$ cat config.mk
export PLATFORM = sky130hd
export DESIGN_NAME = qtu_ctrl
export DESIGN_NICKNAME = d
export VERILOG_FILES = /design/src/hdl/qtu_pkg.sv /design/src/hdl/qtu_ctrl.sv
export VERILOG_INCLUDE_DIRS = /design/src /design/src/hdl
export SDC_FILE = /design/constraint.sdc
export NUM_CORES = 1
export LEC_CHECK = 0
export ABC_AREA = 0
export BUFFER_PORTS_ARGS = -buffer_cell sky130_fd_sc_hd__buf_2
export CAP_MARGIN = 40
export CORE_AREA = 2 2 39 41
export CTS_BUF_LIST = sky130_fd_sc_hd__clkbuf_4 sky130_fd_sc_hd__clkbuf_8 sky130_fd_sc_hd__clkbuf_16
export DETAILED_ROUTE_END_ITERATION = 12
export DIE_AREA = 0 0 41 43
export HOLD_SLACK_MARGIN = 0.12
export PLACE_DENSITY_LB_ADDON = 0.15
export SLEW_MARGIN = 20
export SYNTH_ARGS = -nofsm -noshare
export SYNTH_HDL_FRONTEND = slang
export SYNTH_SLANG_ARGS = --single-unit
$ cat constraint.sdc
create_clock -name clk_i -period 2.4 [get_ports clk_i]
set_clock_uncertainty 0.05 [all_clocks]
set_input_delay 0.72 -clock clk_i [delete_from_list [all_inputs] [get_ports clk_i]]
set_output_delay 0.72 -clock clk_i [all_outputs]
set_load 0.01 [all_outputs]
$ cat src/hdl/q_table_update_engine_assert.svh
// ----------------------------------------------------------------------------
// q_table_update_engine_assert.svh
// Assertion macros shared by the Q-table update engine modules.
// ----------------------------------------------------------------------------
`ifndef Q_TABLE_UPDATE_ENGINE_ASSERT_SVH
`define Q_TABLE_UPDATE_ENGINE_ASSERT_SVH

`ifndef NO_ASSERTIONS
// checked outside reset
`define QTU_ASSERT(name, prop, msg) \
  name: assert property (@(posedge clk_i) disable iff (!rst_ni) prop) else $error(msg);
// checked at every edge, reset included
`define QTU_ASSERT_NR(name, prop, msg) \
  name: assert property (@(posedge clk_i) prop) else $error(msg);
`else
`define QTU_ASSERT(name, prop, msg)
`define QTU_ASSERT_NR(name, prop, msg)
`endif

`endif

$ cat src/hdl/qtu_pkg.sv
// ----------------------------------------------------------------------------
// qtu_pkg
// Types and constants of the Q-table update engine.
// ----------------------------------------------------------------------------
package qtu_pkg;

  localparam int DEF_NUM_STATES  = 64;
  localparam int DEF_NUM_ACTIONS = 4;
  localparam int DEF_VALUE_WIDTH = 16;

  localparam int RATE_W    = 13;
  localparam int FRAC_BITS = 12;
  localparam int CFG_IDX_W = 1;

  localparam logic [RATE_W-1:0] RATE_ONE = 13'd4096;
  localparam logic [RATE_W-1:0] LR_RESET = 13'd2048;
  localparam logic [RATE_W-1:0] DR_RESET = 13'd2867;

  typedef enum logic [1:0] {
    OP_UPDATE = 2'd0,
    OP_QUERY  = 2'd1,
    OP_CLEAR  = 2'd2
  } op_e;

  typedef enum logic [CFG_IDX_W-1:0] {
    REG_LEARNING_RATE = 1'b0,
    REG_DISCOUNT_RATE = 1'b1
  } cfg_reg_e;

  typedef struct packed {
    logic load;
    logic scan_start;
    logic scan_step;
    logic mul1;
    logic tgt;
    logic mul2;
    logic wb;
    logic clr_start;
    logic clr_step;
    logic out_load;
  } dp_cmd_t;

  typedef struct packed {
    logic scan_last;
    logic clr_last;
    logic is_update;
  } dp_sts_t;

endpackage

$ cat src/hdl/qtu_ctrl.sv
// ----------------------------------------------------------------------------
// qtu_ctrl
// Sequencer: table sweep, row scan, update arithmetic and result hand-off.
// ----------------------------------------------------------------------------
`include "q_table_update_engine_assert.svh"

module qtu_ctrl import qtu_pkg::*; (
  input  logic       clk_i,
  input  logic       rst_ni,
  input  logic       in_valid_i,
  output logic       in_stall_o,
  input  logic [1:0] op_i,
  output logic       out_valid_o,
  input  logic       out_stall_i,
  input  dp_sts_t    sts_i,
  output dp_cmd_t    cmd_o
);

  typedef enum logic [3:0] {
    S_INIT,
    S_IDLE,
    S_SCAN,
    S_SCAN_END,
    S_MUL1,
    S_TGT,
    S_MUL2,
    S_WB,
    S_CLEAR,
    S_DONE
  } state_e;

  state_e  state_q;
  logic    in_stall_q;
  logic    out_valid_q;
  logic    accept;
  dp_cmd_t cmd;

  assign accept = in_valid_i && !in_stall_q;

  always_comb begin
    cmd = '0;
    unique case (state_q) inside
      S_INIT, S_CLEAR: cmd.clr_step = 1'b1;
      S_IDLE: begin
        if (accept) begin
          cmd.load = 1'b1;
          case (op_i) inside
            OP_UPDATE, OP_QUERY: cmd.scan_start = 1'b1;
            OP_CLEAR:            cmd.clr_start  = 1'b1;
            default: ;
          endcase
        end
      end
      S_SCAN:     cmd.scan_step = 1'b1;
      S_MUL1:     cmd.mul1      = 1'b1;
      S_TGT:      cmd.tgt       = 1'b1;
      S_MUL2:     cmd.mul2      = 1'b1;
      S_WB:       cmd.wb        = 1'b1;
      S_DONE:     cmd.out_load  = !out_valid_q || !out_stall_i;
      default: ;
    endcase
  end

  always_ff @(posedge clk_i or negedge rst_ni) begin
    if (!rst_ni) begin
      state_q     <= S_INIT;
      in_stall_q  <= 1'b1;
      out_valid_q <= 1'b0;
    end else begin
      if (out_valid_q && !out_stall_i && !cmd.out_load) begin
        out_valid_q <= 1'b0;
      end
      unique case (state_q)
        S_INIT: begin
          if (sts_i.clr_last) begin
            state_q    <= S_IDLE;
            in_stall_q <= 1'b0;
          end
        end
        S_IDLE: begin
          if (accept) begin
            in_stall_q <= 1'b1;
            case (op_i) inside
              OP_UPDATE, OP_QUERY: state_q <= S_SCAN;
              OP_CLEAR:            state_q <= S_CLEAR;
              default:             state_q <= S_DONE;
            endcase
          end
        end
        S_SCAN: begin
          if (sts_i.scan_last) begin
            state_q <= S_SCAN_END;
          end
        end
        S_SCAN_END: state_q <= sts_i.is_update ? S_MUL1 : S_DONE;
        S_MUL1:     state_q <= S_TGT;
        S_TGT:      state_q <= S_MUL2;
        S_MUL2:     state_q <= S_WB;
        S_WB:       state_q <= S_DONE;
        S_CLEAR: begin
          if (sts_i.clr_last) begin
            state_q <= S_DONE;
          end
        end
        S_DONE: begin
          if (cmd.out_load) begin
            out_valid_q <= 1'b1;
            state_q     <= S_IDLE;
            in_stall_q  <= 1'b0;
          end
        end
        default: state_q <= S_INIT;
      endcase
    end
  end

  assign cmd_o       = cmd;
  assign in_stall_o  = in_stall_q;
  assign out_valid_o = out_valid_q;

  `QTU_ASSERT(a_wb_after_mul, (state_q == S_WB) |-> ($past(state_q) == S_MUL2), "write-back out of order")
  `QTU_ASSERT(a_busy_stalls, (state_q != S_IDLE) |-> in_stall_q, "request taken while busy")
  `QTU_ASSERT(a_result_from_done, $rose(out_valid_q) |-> ($past(state_q) == S_DONE), "stray result")

endmodule

==> summary.md, run 1 <==
| Metric | Value |
|---|---|
| Total Routed Length | 1170 um |
| Chip Height | about 43 um |
| Clk_lat worst skew | 0.25 ns |
| Vias per cell | between 5 and 6 |
| Via count | around 530 |
| Period utilization | 93.4% |
| Post-route cell area | 643 sq um |
| Grt total ovfl | 0 |
| YS warnings | 0 |
| Met2 Use GR | 23.1% |
| Ant diodes | 0 |
| Crit path DAT | 1.47 ns |
| Max Cap Viol | 0 |
| Antenna violations before repair | 0 |
| Core area | 1380 sq um |
| Post-synthesis cell count | 63 |
| Grt met1 use | roughly a fifth |
| Reg2reg path depth | 5 |
| Worst-path cell chain | nor4b_4 -> nand2_1 -> nor4_1 -> buf_2 |
| Post-DP HPWL | 918 um |
| Clk sinks | 6 |
| First-pass GRT wire length | 1920 um |
| Sw Ratio | between 40 and 50% |
| Avg Cell Area, Syn | 7.73 sq um |
| Die area | between 1500 and 2000 sq um |
| Worst slack, placed | roughly 0.33 ns |
| # Post-CTS Setup Buffers | 0 |
| Detailed router's first-iteration violation count | 10 |
| Clk pwr share | 13.4% |
| Most frequent cells in the layout | buf_2, nor2_1, nand2_1 |
| Area after DPL | about 600 sq um |
| Share of cells above drive strength 1 | 39.1% |
| RSZ-0062 raised after global routing | no |
| Die W | 41 um |
| Synthesis-to-finish area growth | 32.1% |
| Crit path required time | 1.63 ns |
| Routability cong. | between 0.7 and 0.8 |
| Final ANT Viol Nets | 0 |
| Critical path type | reg -> out |
| CP startpoint | state_q[1]$_DFFE_PN0P_ |
| Net count, final | 97 |
| PD cells | between 1000 and 1500 nW/um^2 |
| DRC viols | 0 |
| Global Route met3 Usage | under 10% |
| Tot GR Track Use | 16.5% |
| # rows | 14 |
| Worst setup SP type | register |
| Critical-path top delay cell | dfrtp_1 |
| CTS tree | yes |
| Yosys reg bits | 6 |
| Switch Pwr | 0.385 mW |
| Total CTS buffers | 3 |
| Leak | 0.327 nW |
| Worst slew pin tran | 0.367 ns |
| Peak supply drop | 0.763 mV |
| Final worst path period need | between 2 and 2.5 ns |
| Comb power frac | 63.5% |
| Internal power | approximately 0.48 mW |
| Status | finished, final reports clean |
| CP delay by family, top | simple AND/OR/NAND/NOR gates |
| Initial core utilization | 35.2% |
| Slew Viols, Final | 0 |
| Busiest grt layer | met2 |
| Crit path largest cell delay | 0.41 ns |
| Final setup violation count | 0 |
| CP max FO | 3 |
| Clk Tree Root Cell | clkbuf_4 |
| Syn_nets | 72 |
| Hold crit path type | in -> async |
| Distinct cells, synth | 28 |
| Worst r2r src | state_q[1]$_DFFE_PN0P_ |
| Share of the yosys chip area belonging to registers | a little under a third |
| Vias in the first global route | 453 |
| Most common cell after layout, fill and taps aside | buf_2 |
| Placed cells | just under 100 |
| Non-filler cells, final | around 100 |
| Clk pin slew, worst setup/hold paths | ~0.05 ns |
| Largest net degree at the start of global routing | 15 |
| H-tree depth | 1 |
| Buffers on Ports | 20 |
| DR pass1 iterations | 3 |
| Flop pwr share | 23.1% |
| Min Hold Slack | 0.234 ns |
| Setup TNS | 0 ns |
| Rel. slew slack | between 70% and 80% |
| I/O Pins | 21 |
| CTS max path bufs | 2 |
| WL per Instance | 11.4 um |
| F_max | 446 MHz |
| Crit. End Element | primary output |
| Critical path depth | 4 |
| CP Buf/Inv Count | 1 |
| Final Hold Viols | 0 |
| Setup WS post-layout | between 0.15 and 0.2 ns |
| Syn Std Cell Area | 487 sq um |
==> synth_stat cells (all sizes together) <==
cell	instances	area (sq um)
a21oi	6	30.0
o21ai	3	18.8
dfrtp	5	125
a31oi	1	6.26
xnor2	1	8.76
dfstp	1	26.3
nor3b	1	7.51
nor3	6	30.0
and3	1	6.26
nor4b	1	15.0
a32oi	1	8.76
nor2b	2	12.5
mux2i	1	10.0
nor2	10	40.0
nand2	8	30.0
nor4	1	6.26
buf	4	32.5
o31a	1	10.0
inv	3	11.3
o311ai	1	8.76
o32a	1	10.0
a22o	1	8.76
nand2b	2	12.5
and4	1	11.3
==> registers in the layout, summed over array words and instances (netlist names) <==
| signal | cells |
|---|---|
| state_q | 4 |
| out_valid_o | 1 |
| in_stall_o | 1 |
==> layout make-up <==
class	instances	area, sq um
timing repair buffer	24	130
fill	151	741
clock buffer	4	30.0
tap	16	20.0
multi-input combinational	50	300
inverter	3	11.3
sequential	6	151
==> worst reg2reg max path, stage by stage, from the launching register on <==
cell and delay, ns:
dfrtp_1 0.41, buf_4 0.19, nor3b_1 0.20, a21oi_1 0.09, o311ai_1 0.35, mux2i_1 0.25
==> power by group through the flow <==
stage | combinational [mW] | sequential, mW | clock (mW)
CTS | 0.541 | 0.192 | 0.120
detailed placement | 0.537 | 0.193 | 0
global placement | 0.540 | 0.192 | 0
finish | 0.547 | 0.200 | 0.116
floorplan | 0.392 | 0.204 | 0
global route | 0.616 | 0.207 | 0.130
==> kinds of logic after synthesis <==
kind of cell | count (synthesis) | synth area share (%)
simple gates | 33 | 35.2
compound gates | 15 | 20.8
buf+inv | 7 | 9.00
xor+xnor | 1 | 1.80
mux | 1 | 2.06
flops | 6 | 31.1
==> final timing paths <==
| check | endpoint | slack (ns) |
|---|---|---|
| hold / removal | state_q[0]$_DFFE_PN0P_ | 0.23 |
| setup reg to reg | state_q[3]$_DFFE_PN0P_ | 0.77 |
| hold reg to reg | out_valid_o$_DFF_PN0_ | 0.48 |
| max in group asynchronous | in_stall_o$_DFFE_PN1P_ | 1.84 |
| min in group clk_i | out_valid_o$_DFF_PN0_ | 0.48 |
| setup / recovery | cmd_o[2] | 0.16 |
==> per-layer routing <==
layer	part of all wire, %	wire, um
met5	0	0
met1	46	537
met3	5.5	65
met4	1.7	20
met2	47	549
==> stage by stage <==
| step | total power [mW] | utilization, % |
|---|---|---|
| 2_1_floorplan | 0.596 | - |
| 3_3_place_gp | 0.732 | 43.7 |
| 3_5_place_dp | 0.731 | 43.7 |
| 4_1_cts | 0.853 | 45.8 |
| 5_1_grt | 0.952 | 46.5 |
| 6_report | 0.863 | 46.5 |
==> repair_timing <==
action / in CTS / in global routing
endpoints found under the setup margin: 0 / 1
resized for setup: 0 / 1
hold buffers: 0 / 0
Note: power is estimated with default switching activity, not from simulation.
==> run 2, diff against run 1 <==
Settings changed: CORE_AREA 2 2 39 41 to 10 10 47 49, DIE_AREA 0 0 41 43 to 0 0 57 59.
==> run 2 against run 1 <==
  * Cell area down 1.4%
  * Wire length is 10% higher
  * Register-to-register slack improved by 0.07 ns
  * Worst hold slack barely moved
  * Die area rose by 91%
==> summary.md, run 2 (same netlist as run 1, synthesis figures left out) <==
| Metric | Value |
|---|---|
| Status | finished, final reports clean (unchanged) |
| Final ANT Viol Nets | 0 (unchanged) |
| Largest net degree at the start of global routing | 14 (was 15) |
| Grt total ovfl | 0 (unchanged) |
| CP max FO | 3 (unchanged) |
| Worst slew pin tran | 0.383 ns (was 0.367 ns) |
| Die W | 57 um (was 41 um) |
| CTS max path bufs | 2 (unchanged) |
| Vias per cell | 5.08 (was 5.18) |
| CTS resizes | 0 (unchanged) |
| F_max | 440 MHz (was 446 MHz) |
| Final worst path period need | 2.27 ns (was 2.24 ns) |
| I/O Pins | 21 (unchanged) |
| Buffers on Ports | 20 (unchanged) |
| Detailed router's first-iteration violation count | 6 (was 10) |
| Synthesis-to-finish area growth | 30.3% (was 32.1%) |
| Tot GR Track Use | 7.66% (was 16.5%) |
| Total CTS buffers | 3 (unchanged) |
| Slew Viols, Final | 0 (unchanged) |
| Total Routed Length | 1290 um (was 1170 um) |
| Critical path type | reg -> out (unchanged) |
| Clk pin slew, worst setup/hold paths | 0.05 ns (about the same) |
| Hold crit path type | in -> async (unchanged) |
| H-tree depth | 1 (unchanged) |
| Period utilization | 94.6% (was 93.4%) |
| Most frequent cells in the layout | buf_2, nor2_1, nand2_1 (unchanged) |
| Most common cell after layout, fill and taps aside | buf_2 (unchanged) |
| PD cells | 1320 nW/um^2 (was 1340 nW/um^2) |
| Final Hold Viols | 0 (unchanged) |
| Net count, final | 97 (unchanged) |
| Clk_lat worst skew | 0.25 ns (about the same) |
| WL per Instance | 12.6 um (was 11.4 um) |
| Antenna violations before repair | 0 (unchanged) |
| Crit path required time | 1.63 ns (about the same) |
| Top reg by flops | state_q (unchanged) |
| Initial core utilization | 34.7% (was 35.2%) |
| Core area | 1400 sq um (was 1380 sq um) |
| Vias in the first global route | 465 (was 453) |
| Via count | 523 (was 534) |
| DR pass1 iterations | 4 (was 3) |
| Share of cells above drive strength 1 | 39.1% (unchanged) |
| # hold bufs at CTS | 0 (unchanged) |
| Die area | 3360 sq um (was 1760 sq um) |
| Setup TNS | 0 ns (unchanged) |
| RSZ-0062 raised after global routing | no (unchanged) |
| First-pass GRT wire length | 2060 um (was 1920 um) |
| Worst setup SP type | register (unchanged) |
| Clk sinks | 6 (unchanged) |
| # Post-CTS Setup Buffers | 0 (unchanged) |
| # rows | 14 (unchanged) |
| Post-DP HPWL | 1070 um (was 918 um) |
| Final Util | 45.3% (was 46.5%) |
| Leak | 0.320 nW (was 0.327 nW) |
| Number of flip-flops in the largest register | 4 (unchanged) |
| Clk Tree Root Cell | clkbuf_4 (unchanged) |
| Crit. End Element | primary output (unchanged) |
| Crit path DAT | 1.50 ns (was 1.47 ns) |
| Rel. slew slack | 74.1% (was 75.1%) |
| Max Cap Viol | 0 (unchanged) |
| Routability cong. | 0.755 (was 0.703) |
| CTS tree | yes (unchanged) |
| Chip Height | 59 um (was 43 um) |
| DRC viols | 0 (unchanged) |
| Ant diodes | 0 (unchanged) |
| Final setup violation count | 0 (unchanged) |
| Peak supply drop | 0.672 mV (was 0.763 mV) |
-- run 2: cell counts in the layout (fill, tap and decap cells not counted) --
Identical to the previous run, type by type.
-- run 2: power by group --
group | leakage (nW) | internal [mW] | switching, mW
Clock | 0.0184 | 0.0745 | 0.0394
Sequential | 0.0739 | 0.155 | 0.0386
Combinational | 0.228 | 0.236 | 0.294
-- run 2: routing by layer --
metal	vias to the layer above	GRT usage, %	wire length [um]
met5	-	0	0
met4	0	4.03	22
met3	4	3.86	94
met2	14	12.2	610
met1	231	8.12	564
li1	274	-	-
-- run 2: worst paths after layout --
kind	to	depth (start not counted)	slack, ns	from
setup / recovery	cmd_o[2]	4	0.13	state_q[1]$_DFFE_PN0P_
hold / removal	out_valid_o$_DFF_PN0_	1	0.23	rst_ni
setup reg to reg	state_q[0]$_DFFE_PN0P_	5	0.84	state_q[3]$_DFFE_PN0P_
hold reg to reg	out_valid_o$_DFF_PN0_	2	0.47	out_valid_o$_DFF_PN0_
max in group asynchronous	in_stall_o$_DFFE_PN1P_	1	1.85	rst_ni
min in group clk_i	out_valid_o$_DFF_PN0_	2	0.47	out_valid_o$_DFF_PN0_
-- run 2: worst max-delay path: stages (launching register included) --
cell	delay, ns
dfrtp_1	0.38
nor4b_2	0.39
nand2_1	0.15
nor4_1	0.17
buf_2	0.17
-- run 2: stage by stage --
step	instances	worst slack (ns)	area [sq um]	hold WS [ns]	total power [mW]
floorplan	63	0.351	487	0.374	0.596
global placement	99	0.349	604	0.454	0.742
detailed placement	99	0.326	604	0.463	0.732
CTS	103	0.105	634	0.230	0.849
global route	103	0.00231	634	0.229	0.921
finish	103	0.130	634	0.235	0.838
-- run 2: layout make-up --
class,instances,area (sq um)
Clock buffer,4,30.0
Fill cell,158,767
Inverter,3,11.3
Multi-Input combinational cell,50,292
Sequential cell,6,151
Tap cell,16,20.0
Timing Repair Buffer,24,130
